`src/design/jet_pkg.sv`:
```
`timescale 1ns / 1ps
// ----------------------------------------------------------------------------
// Julia escape-time package
// Shared widths, fixed-point constants, register indexes and the operand and
// product bundles of the shared multiplier unit.
// ----------------------------------------------------------------------------
package jet_pkg;

  localparam int Q_W     = 32;
  localparam int Q_FRAC  = 28;
  localparam int PROD_W  = 2 * Q_W;
  localparam int ITER_W  = 12;
  localparam int LEVEL_W = 8;
  localparam int COORD_W = 12;
  localparam int IN_TDATA_W  = 24;
  localparam int OUT_TDATA_W = 24;
  localparam int REG_IDX_W   = 3;

  localparam logic [REG_IDX_W-1:0] REG_C_REAL     = 3'd0;
  localparam logic [REG_IDX_W-1:0] REG_C_IMAG     = 3'd1;
  localparam logic [REG_IDX_W-1:0] REG_RE_ORIGIN  = 3'd2;
  localparam logic [REG_IDX_W-1:0] REG_IM_ORIGIN  = 3'd3;
  localparam logic [REG_IDX_W-1:0] REG_RE_STEP    = 3'd4;
  localparam logic [REG_IDX_W-1:0] REG_IM_STEP    = 3'd5;
  localparam logic [REG_IDX_W-1:0] REG_ITER_LIMIT = 3'd6;

  typedef logic signed [Q_W-1:0]    q_t;
  typedef logic signed [PROD_W-1:0] prod_t;

  localparam q_t RST_C_REAL    = 32'shF4CC_CCCD;
  localparam q_t RST_C_IMAG    = 32'sh0452_88CE;
  localparam q_t RST_RE_ORIGIN = 32'shE800_0000;
  localparam q_t RST_IM_ORIGIN = 32'shF000_0000;
  localparam q_t RST_RE_STEP   = 32'sh0003_0000;
  localparam q_t RST_IM_STEP   = 32'sh0002_0000;
  localparam logic [ITER_W-1:0] RST_ITER_LIMIT = 12'd196;

  // Escape bounds: a component above 2.0 in Q4.28, and |z|^2 above 4.0 in Q8.56.
  localparam q_t    TWO_Q  = 32'sh2000_0000;
  localparam prod_t FOUR_SQ = 64'sh0400_0000_0000_0000;

  typedef struct packed {
    q_t a0;
    q_t b0;
    q_t a1;
    q_t b1;
    q_t a2;
    q_t b2;
  } mul_ops_t;

  typedef struct packed {
    prod_t p0;
    prod_t p1;
    prod_t p2;
  } mul_prods_t;

endpackage

```
`src/design/jet_div.sv`:
```
`timescale 1ns / 1ps
// ----------------------------------------------------------------------------
// Level divider
// Restoring radix-2 divider that produces one quotient bit per cycle. The
// divisor must stay stable and nonzero while the divider is busy.
// ----------------------------------------------------------------------------
module jet_div #(
  parameter int DW = 20
) (
  input  logic                        clk,
  input  logic                        rst_n,
  input  logic                        start,
  input  logic [DW-1:0]               dividend,
  input  logic [jet_pkg::ITER_W-1:0]  divisor,
  output logic                        busy,
  output logic                        done,
  output logic [DW-1:0]               quotient
);
  import jet_pkg::*;

  localparam int CNT_W = $clog2(DW + 1);

  logic [ITER_W-1:0] rem_r, rem_nxt;
  logic [DW-1:0]     quo_r, quo_nxt;
  logic [CNT_W-1:0]  cnt_r, cnt_nxt;
  logic              busy_r, busy_nxt;
  logic              done_r, done_nxt;

  logic [ITER_W:0] shl;
  logic [ITER_W:0] diff;
  logic            ge;

  always_comb begin
    shl  = {rem_r, quo_r[DW-1]};
    ge   = shl >= {1'b0, divisor};
    diff = shl - {1'b0, divisor};

    rem_nxt  = rem_r;
    quo_nxt  = quo_r;
    cnt_nxt  = cnt_r;
    busy_nxt = busy_r;
    done_nxt = 1'b0;

    if (start) begin
      rem_nxt  = '0;
      quo_nxt  = dividend;
      cnt_nxt  = CNT_W'(DW);
      busy_nxt = 1'b1;
    end else if (busy_r) begin
      rem_nxt = ge ? diff[ITER_W-1:0] : shl[ITER_W-1:0];
      quo_nxt = {quo_r[DW-2:0], ge};
      cnt_nxt = cnt_r - 1'b1;
      if (cnt_r == CNT_W'(1)) begin
        busy_nxt = 1'b0;
        done_nxt = 1'b1;
      end
    end
  end

  always_ff @(posedge clk) begin
    if (!rst_n) begin
      busy_r <= 1'b0;
      done_r <= 1'b0;
      cnt_r  <= '0;
    end else begin
      busy_r <= busy_nxt;
      done_r <= done_nxt;
      cnt_r  <= cnt_nxt;
    end
  end

  always_ff @(posedge clk) begin
    rem_r <= rem_nxt;
    quo_r <= quo_nxt;
  end

  assign busy     = busy_r;
  assign done     = done_r;
  assign quotient = quo_r;

endmodule

```
`config.mk`:
```
export PLATFORM = sky130hd
export DESIGN_NAME = jet_div
export DESIGN_NICKNAME = d
export VERILOG_FILES = /design/src/design/jet_pkg.sv /design/src/design/jet_div.sv
export SDC_FILE = /design/constraint.sdc
export NUM_CORES = 1
export LEC_CHECK = 0
export ABC_AREA = 1
export ABC_CLOCK_PERIOD_IN_PS = 1800
export BUFFER_PORTS_ARGS = -buffer_cell sky130_fd_sc_hd__clkbuf_2
export CAP_MARGIN = 20
export CORE_MARGIN = 2
export CORE_UTILIZATION = 40
export DETAILED_ROUTE_END_ITERATION = 8
export PLACE_DENSITY_LB_ADDON = 0.3
export SLEW_MARGIN = 20
export SYNTH_ARGS = -nofsm -noshare
export SYNTH_HDL_FRONTEND = slang
export SYNTH_SLANG_ARGS = --single-unit
```
`constraint.sdc`:
```
create_clock -name clk -period 1.8 [get_ports clk]
set_input_delay 0.45 -clock clk [delete_from_list [all_inputs] [get_ports clk]]
set_output_delay 0.45 -clock clk [all_outputs]
set_load 0.01 [all_outputs]
```
==> flow_metrics.py, run 1 <==
metrics = {
    "sta": {
        "hold_viol_final": 0,
        "worst_pin_slew_ps": 281,
        "slew_headroom_pct": 81.2,
        "rsz0062_at_grt": "yes",
        "period_needed_ps": 1750,
        "min_period_over_period_pct": 97.1,
        "clock-skew-final_ps": 9.02,
        "drv_slew": 0,
        "setup_viol": 0,
        "setup_ws_ps": 51.9,
        "max_freq_ghz": 0.572,
        "holdWs_ps": 427,
    },
    "setup_path": {
        "cp.buffers_inverters": 1,
        "crit_fanout": 7,
        "critPathRequiredTime_ps": 1860,
        "crit_path_end_kind": "flip-flop",
        "r2r_cells": 9,
        "start_kind": "flip-flop",
        "rr_startpoint": "rem_r[7]",
        "cp.arrival_ps": 1800,
        "r2r_slack_ps": 50,
        "cp_slowest_cell": "dfxtp_4",
        "r2r_end": "quotient[0]",
        "slowest_delay_ps": 370,
        "critical_path.cell_chain": "ha_4, nand2_4, inv_2, nand2_2, nand2_4, a21oi_4, nand3_4, nand2_2, nand2_1",
        "criticalPathCategory": "reg2reg",
        "crit_family": "simple AND/OR/NAND/NOR gates",
    },
    "clocking": {
        "cts_tree": "done",
        "clkTransAtPathRegs_ps": 80,
        "tritoncts.num_buffers": 5,
        "h-tree-depth": 2,
        "cts_max_path_buffers": 2,
        "clockRootBuffer": "clkbuf_8",
        "hold_buffers": 0,
        "cts.sink_count": 39,
        "clock_latency_ps": 290,
    },
    "drt": {
        "wirelength_mm": 6.44,
        "drt_iter0_markers": 111,
        "viasPerCell": 4.78,
        "drtPass1Iterations": 4,
        "post-route-drc-count": 0,
        "wl_per_cell_um": 12.1,
        "via_count": 2547,
        "antenna_left": 0,
    },
    "floorplanning": {
        "dieArea_um2": 7070,
        "fp.dieW_um": 84.1,
        "rows": 29,
        "io_pins": 57,
        "fp.dieH_um": 84.1,
        "core_um2": 6280,
        "start_util_pct": 40.9,
    },
    "yosys": {
        "synth_ff_type": "edfxtp_1",
        "netlist_instances": 364,
        "synth_top_area_share_pct": 23.4,
        "ys_ff_latch": 39,
        "syn_area_um2": 2560,
        "yosysSeqAreaShare_pct": 38.2,
        "synthTopCellsByArea": "edfxtp_1, nand2_1, dfxtp_1",
        "async_flop_share_pct": 0,
        "synth_enable_flop_cells": 20,
        "syn-num-nets": 414,
        "yosysWarnings": 0,
        "synth.largest_area_cell": "edfxtp_1",
        "syn_area_per_cell_um2": 7.05,
        "synth.distinct_cells": 31,
    },
    "power": {
        "powerDensity_nw_per_um2": 596,
        "ir_worst_vdd_v": 0.000506,
        "leakage_nw": 1.83,
    },
    "placed_design": {
        "dp_cells": 520,
        "portBuffers": 56,
        "place_ws_ps": -224,
        "gp_congestion": 0.863,
        "dp_hpwl_mm": 4.81,
        "placed_area_um2": 3180,
    },
    "run": {
        "cap_viol_max_count": 0,
    },
    "grt": {
        "grt_pass1_wl_mm": 10.5,
        "grt_pass1_vias": 2405,
        "grt_usage_pct": 18.1,
        "grt_max_degree": 22,
        "grt-ovfl-total": 0,
        "antenna_found_initial": 0,
    },
    "cells_and_area": {
        "final_util_pct": 55.4,
        "syn2layout_area_growth_pct": 35.5,
        "design_area_um2": 3470,
        "final.fill_count": 596,
        "drive_gt1_share_pct": 32.9,
        "final_nets": 505,
        "layout.cells.non_filler": 533,
        "diodes": 0,
    },
    "worst_hold_path": {
        "hold_end": "quotient[10]",
        "min_from": "dividend[10]",
        "whs_path_depth": 3,
        "hold_path_class": "in2reg",
    },
    "run_status": {
        "status": "complete, no violations",
    },
}
[state kept, by name, summed over array words and instances, names as in the netlist]
register / count
quotient: 20
done: 1
rem_r: 12
cnt_r: 5
busy: 1
[worst min-delay path: stages]
cell      delay, ps
clkbuf_2         70
nand2_1          40
nand2_1          50
[cell families after synthesis]
family                     share of synthesized area (%)
AOI/OAI and AO/OA                                   3.66
xor gates and xnor gates                            1.71
adders and majority gates                           7.61
buffers and inverters                               10.9
DFF                                                 38.2
and+or+nand+nor                                     37.9
[through the flow]
stage               TNS [ps]  power [mW]
floorplan                  0        1.29
global placement       -2100        1.48
detailed placement     -2200        1.48
CTS                        0        2.07
global route           -48.8        2.18
finish                     0        2.07
[repair_timing]
item / 4_1_cts / 5_1_grt
gates resized for setup: 2 / 43
pin swaps: 1 / 12
gates cloned: 1 / 1
setup endpoints to repair: 3 / 13
buffers inserted: 1 / 2
[Yosys cell counts (all sizes together) (2+ instances only)]
| cell | n |
|---|---|
| ha | 14 |
| nand4 | 15 |
| clkbuf | 6 |
| nor2 | 24 |
| nand3 | 29 |
| dfxtp | 19 |
| nand2 | 148 |
| o21ai | 2 |
| xnor2 | 4 |
| buf | 5 |
| a21oi | 7 |
| nor3 | 4 |
| inv | 59 |
| edfxtp | 20 |
[report_power, final]
group	switching, mW	leakage [nW]	internal [mW]
Clock	0.302	0.0402	0.269
Sequential	0.0388	0.363	1.00
Combinational	0.247	1.43	0.211
Total	0.589	1.83	1.48
[layer usage]
layer / GRT usage (%) / up-vias / part of all wire [%]
li1: - / 1329 / -
met1: 22.5 / 1144 / 45
met2: 31.5 / 66 / 49
met3: 3.66 / 8 / 5.2
met4: 5.57 / 0 / 1.2
met5: 0 / - / 0
[area by class of cell]
cell class	count	area, um^2	area share, %
multi-input combinational	256	1500	43.2
sequential	39	993	28.6
timing repair buffer	94	573	16.5
inverter	59	221	6.37
tap	77	96.3	2.77
clock buffer	5	68.8	1.98
clock inverter	3	20.0	0.576
[worst max-delay path by stage]
| stage | end | startpoint | cells past startpoint | slack [ps] |
|---|---|---|---|---|
| 5_1_grt | quotient[0] | rem_r[7] | 9 | -20 |
| 3_3_place_gp | rem_r[6] | divisor[10] | 12 | -190 |
| 6_report | quotient[0] | rem_r[7] | 9 | 50 |
| 3_5_place_dp | quotient[0] | divisor[8] | 11 | -220 |
| 2_1_floorplan | quotient[0] | divisor[2] | 11 | 3 |
| 4_1_cts | rem_r[1] | rem_r[6] | 10 | 2 |
[layout by cell type, fill, tap and decap left out, drive strengths merged]
master    instances
nand2           148
clkbuf           61
inv              59
buf              38
nand3            30
nor2             24
edfxtp           20
dfxtp            19
nand4            15
ha               14
a21oi             7
xnor2             4
nor3              4
o21ai             2
clkinvlp          2
nand3b            1
o31ai             1
a211oi            1
o21a              1
o211ai            1
a21boi            1
xor2              1
fa                1
clkinv            1
No activity file was read; power rests on OpenSTA's default activity.
==> run 2: changes to the inputs <==
--- a/config.mk
+++ b/config.mk
@@ -5,7 +5,6 @@
 export SDC_FILE = /design/constraint.sdc
 export NUM_CORES = 1
 export LEC_CHECK = 0
-export ABC_AREA = 1
 export ABC_CLOCK_PERIOD_IN_PS = 1800
 export BUFFER_PORTS_ARGS = -buffer_cell sky130_fd_sc_hd__clkbuf_2
 export CAP_MARGIN = 20
@@ -13,6 +12,8 @@
 export CORE_UTILIZATION = 40
 export DETAILED_ROUTE_END_ITERATION = 8
 export PLACE_DENSITY_LB_ADDON = 0.3
+export REMOVE_ABC_BUFFERS = 1
+export SKIP_CTS_REPAIR_TIMING = 1
 export SLEW_MARGIN = 20
 export SYNTH_ARGS = -nofsm -noshare
 export SYNTH_HDL_FRONTEND = slang
==> run 2 against run 1 <==
The run now ends with negative setup slack left; final cell count is 26% lower; setup slack got worse by 240 ps; design area down 5.5%; non-clock buffer count rose by 10; sequential cell count is the same; register-to-register slack got worse by 240 ps; global-route usage decreased by 0.56 points; die area shrank 10%; fmax shrank 12%; clock power increased by 29%; largest cell class unchanged; highest routed layer unchanged.
==> flow_metrics.py, run 2 <==
metrics = {
    "setup_path": {
        "criticalPathCategory": "reg2reg",
        "crit_fanout": 4,
        "critPathRequiredTime_ps": 1840,
        "cp.arrival_ps": 2030,
        "start_kind": "flip-flop",
        "crit_path_end_kind": "flip-flop",
    },
    "floorplanning": {
        "rows": 27,
        "fp.dieH_um": 79.8,
        "io_pins": 57,
        "fp.dieW_um": 79.8,
        "core_um2": 5540,
        "start_util_pct": 41.4,
        "dieArea_um2": 6360,
    },
    "run_status": {
        "status": "finished with violations",
        "failed_checks": "negative setup slack",
    },
    "drt": {
        "drt_iter0_markers": 37,
        "antenna_left": 0,
        "viasPerCell": 4.95,
        "via_count": 1942,
        "drtPass1Iterations": 4,
        "wl_per_cell_um": 13.9,
        "post-route-drc-count": 0,
        "wirelength_mm": 5.44,
    },
    "yosys": {
        "synth_top_area_share_pct": 26.2,
        "yosysSeqAreaShare_pct": 42.7,
        "syn_area_per_cell_um2": 10.7,
        "synthTopCellsByArea": "edfxtp_1, dfxtp_1, mux2_2",
        "synth_common_cells": "mux2_2, edfxtp_1, dfxtp_1",
        "synth.distinct_cells": 50,
        "async_flop_share_pct": 0,
        "ys_ff_latch": 39,
        "synth.largest_area_cell": "edfxtp_1",
        "synth.most_common_cell": "mux2_2",
        "synth_enable_flop_cells": 20,
        "synth_ff_type": "edfxtp_1",
        "syn_area_um2": 2300,
        "netlist_instances": 215,
        "yosysWarnings": 0,
    },
    "clocking": {
        "h-tree-depth": 2,
        "cts_max_path_buffers": 2,
        "cts_tree": "done",
        "clkTransAtPathRegs_ps": 80,
        "cts.sink_count": 39,
        "tritoncts.num_buffers": 5,
        "clock_latency_ps": 290,
        "clockRootBuffer": "clkbuf_8",
    },
    "power": {
        "p_sw_mw": 0.611,
        "seqPwrFrac_pct": 45.3,
        "p_comb_share_pct": 22.8,
        "clkPwrFrac_pct": 31.8,
        "power_mw": 2.32,
        "swShare_pct": 26.3,
        "leakage_nw": 1.46,
        "ir_worst_vdd_v": 0.000551,
        "powerDensity_nw_per_um2": 707,
        "intPower_mw": 1.71,
    },
    "sta": {
        "hold_viol_final": 0,
        "drv_slew": 0,
        "clock-skew-final_ps": 7.04,
        "setup_viol": 13,
        "slew_headroom_pct": 78.7,
        "worst_pin_slew_ps": 317,
        "max_freq_ghz": 0.502,
        "min_period_over_period_pct": 111,
        "setup_ws_ps": -190,
        "holdWs_ps": 406,
        "rsz0062_at_grt": "yes",
        "period_needed_ps": 1990,
    },
    "cells_and_area": {
        "layout_common_cells": "clkbuf_2, buf_4, mux2_2",
        "drive_gt1_share_pct": 54.1,
        "final.fill_count": 475,
        "syn2layout_area_growth_pct": 43.0,
        "final_common_cell": "clkbuf_2",
        "diodes": 0,
        "final_nets": 369,
        "largest_register_ffs": 20,
        "final_util_pct": 59.3,
    },
    "grt": {
        "grt_usage_pct": 17.6,
        "grt_pass1_wl_mm": 8.67,
        "grt_max_degree": 22,
        "grt-ovfl-total": 0,
        "grt_pass1_vias": 1928,
        "antenna_found_initial": 0,
    },
    "worst_hold_path": {
        "hold_path_class": "in2reg",
    },
    "placed_design": {
        "portBuffers": 56,
        "gp_congestion": 0.875,
        "place_ws_ps": -576,
        "dp_hpwl_mm": 3.91,
    },
    "run": {
        "cap_viol_max_count": 0,
    },
}
[run 2: cell types whose count changed in the layout (fill, tap and decap cells not counted), sizes merged, moves of 5 or more]
cell / delta
nand2: -131
inv: -42
nand3: -27
mux2: +22
nand4: -15
nor2: -12
buf: +10
o21ai: +10
mux2i: +7
nor2b: +5
xnor2: +5
[run 2: cell type report]
type	count	area (um^2)	share of cell area (%)
clock inverters	3	43.8	1.33
well taps	72	90.1	2.74
multi-input cells	152	1380	42.0
clock buffers	5	68.8	2.10
flip-flops and latches	39	986	30.0
repair buffers	104	652	19.9
inverters	17	63.8	1.94
[run 2: worst paths after layout]
check,slack [ps],startpoint,endpoint,cells past startpoint
setup reg to reg,-190,rem_r[9],quotient[0],6
setup / recovery,-190,rem_r[9],quotient[0],6
hold reg to reg,490,rem_r[11],rem_r[11],2
hold / removal,410,rst_n,cnt_r[2],2
[run 2: power groups by stage]
stage	clock, mW	combinational (mW)	sequential [mW]
2_1_floorplan	0	0.224	1.09
3_3_place_gp	0	0.461	1.07
3_5_place_dp	0	0.469	1.07
4_1_cts	0.757	0.472	1.05
5_1_grt	0.800	0.583	1.06
6_report	0.739	0.530	1.05
[run 2: metrics by stage]
step	instances	cell area, um^2	TNS (ps)
floorplan	208	2250	-4700
global placement	383	2970	-5960
detailed placement	383	2970	-6580
CTS	391	3080	-3100
global route	392	3280	-2870
finish	392	3280	-1660
[run 2: per-layer routing]
metal,wire (um),global-route usage [%]
met4,63,5.42
met5,0,0
met2,2650,28.5
met3,265,3.85
met1,2460,23.5
[run 2: logic make-up after synthesis]
family                     synth area share, %
muxes                                     14.0
AOI/OAI and AO/OA                         14.3
xor gates and xnor gates                  4.20
buffers and inverters                     4.96
DFF                                       42.7
and+or+nand+nor                           11.3
adders and majority gates                 8.50
[run 2: worst max-delay path, stage by stage, from the launching register on]
cell     delay, ps
dfxtp_2        360
ha_4           210
a21o_1         160
a211o_1        290
a211o_1        310
buf_6          150
mux2_2         260
==> run 3: changes to the inputs <==
--- a/config.mk
+++ b/config.mk
@@ -5,6 +5,7 @@
 export SDC_FILE = /design/constraint.sdc
 export NUM_CORES = 1
 export LEC_CHECK = 0
+export ABC_AREA = 1
 export ABC_CLOCK_PERIOD_IN_PS = 1800
 export BUFFER_PORTS_ARGS = -buffer_cell sky130_fd_sc_hd__clkbuf_2
 export CAP_MARGIN = 20
==> run 3 against run 2 <==
The flow now finishes without violations; count of clock-buffer cells in the layout up 2; combinational power decreased by 13%; setup slack better by 250 ps; die area increased by 11%; routed wire length increased by 26%; largest power group unchanged; sequential cell count did not move; via count rose by 32%.
==> flow_metrics.py, run 3 (synthesis results as in run 1) <==
metrics = {
    "placed_design": {
        "dp_cells": 521,
        "gp_congestion": 0.897,
        "portBuffers": 56,
        "dp_hpwl_mm": 4.85,
        "placed_area_um2": 3150,
    },
    "clocking": {
        "h-tree-depth": 2,
        "clkTransAtPathRegs_ps": 80,
        "clock_latency_ps": 290,
        "clockRootBuffer": "clkbuf_8",
        "cts.sink_count": 39,
        "tritoncts.num_buffers": 5,
        "cts_max_path_buffers": 2,
        "cts_tree": "done",
    },
    "floorplanning": {
        "rows": 29,
        "io_pins": 57,
        "core_um2": 6280,
        "start_util_pct": 40.9,
        "fp.dieH_um": 84.1,
        "dieArea_um2": 7070,
        "fp.dieW_um": 84.1,
    },
    "cells_and_area": {
        "syn2layout_area_growth_pct": 36.4,
        "seqCellArea_um2": 996,
        "layout.cells.non_filler": 536,
        "final.fill_count": 602,
        "final_nets": 508,
        "multiInputGateArea_um2": 1500,
        "final_common_cell": "nand2_1",
        "diodes": 0,
        "largest_register_ffs": 20,
        "design_area_um2": 3500,
        "layout_common_cells": "nand2_1, clkbuf_2, inv_1",
        "final_util_pct": 55.7,
        "drive_gt1_share_pct": 32.5,
    },
    "power": {
        "powerDensity_nw_per_um2": 604,
        "leakage_nw": 1.84,
        "ir_worst_vdd_v": 0.000474,
    },
    "sta": {
        "slew_headroom_pct": 75.7,
        "max_freq_ghz": 0.574,
        "min_period_over_period_pct": 96.7,
        "worst_pin_slew_ps": 363,
        "period_needed_ps": 1740,
        "clock-skew-final_ps": 4.74,
        "hold_viol_final": 0,
        "finalSetupTns_ps": 0,
        "drv_slew": 0,
        "setup_viol": 0,
    },
    "grt": {
        "antenna_found_initial": 0,
        "grt-ovfl-total": 0,
        "grt_usage_pct": 18.5,
        "grt_pass1_vias": 2382,
        "grt_pass1_wl_mm": 10.6,
        "grt_max_degree": 22,
    },
    "setup_path": {
        "criticalPathCategory": "reg2reg",
        "critPathRequiredTime_ps": 1970,
        "crit_fanout": 7,
        "start_kind": "flip-flop",
        "crit_path_end_kind": "flip-flop",
        "cp.arrival_ps": 1920,
    },
    "drt": {
        "drt_iter0_markers": 241,
        "viasPerCell": 4.77,
        "wl_per_cell_um": 12.8,
        "via_count": 2557,
        "wirelength_mm": 6.89,
        "post-route-drc-count": 0,
        "antenna_left": 0,
        "drtPass1Iterations": 5,
    },
    "run_status": {
        "status": "complete, no violations",
    },
    "run": {
        "cap_viol_max_count": 0,
    },
    "worst_hold_path": {
        "hold_path_class": "in2reg",
    },
}
==> run 3: changes by cell type in the layout (fill, tap and decap cells not counted), sizes merged, moves of 10 or more <==
cell / previous run / this run
nand2: 17 / 148
mux2: 22 / 0
nand4: 0 / 15
nand3: 3 / 30
o21ai: 12 / 2
nor2: 12 / 24
inv: 17 / 59
==> run 3: worst paths after layout <==
path         slack, ps      from  cells after the start       end
max                 60  rem_r[5]                     10  rem_r[2]
min                420     rst_n                      3  cnt_r[2]
max reg2reg         60  rem_r[5]                     10  rem_r[2]
min reg2reg        480  rem_r[0]                      2  rem_r[0]
==> run 3: area by class of cell <==
class | instances | area share (%)
tap | 77 | 2.75
clock inverter | 1 | 0.107
inverter | 59 | 6.33
clock buffer | 7 | 2.47
timing repair buffer | 97 | 17.1
multi-input combinational | 256 | 42.7
sequential | 39 | 28.5
==> run 3: per-stage QoR <==
stage	hold WS, ps	total power, mW	worst slack (ps)
global placement	467	1.48	-292
floorplan	448	1.27	-156
global route	421	2.24	-31.6
finish	416	2.11	58.7
detailed placement	468	1.49	-308
CTS	406	2.10	-76.0
==> run 3: layer usage <==
metal | track usage (%) | part of all wire [%] | vias up
met5 | 0 | 0 | -
met4 | 6.01 | 0.94 | 0
met3 | 4.45 | 6.7 | 7
met1 | 25.0 | 45 | 1132
li1 | - | - | 1331
met2 | 29.1 | 47 | 87
==> run 3: worst max-delay path, cell delays in order (launching register included) <==
cell	delay [ps]
dfxtp_4	370
ha_4	260
nand2_2	60
nand2_2	70
nand2_2	60
nand2_2	70
a21oi_4	250
buf_6	140
nand3_4	130
nor2_1	120
o21ai_0	90
==> run 3: where the power goes <==
part	internal, mW	total [mW]	switching (mW)
combinational	0.212	0.463	0.251
clock	0.307	0.611	0.304
sequential	1.00	1.04	0.0384
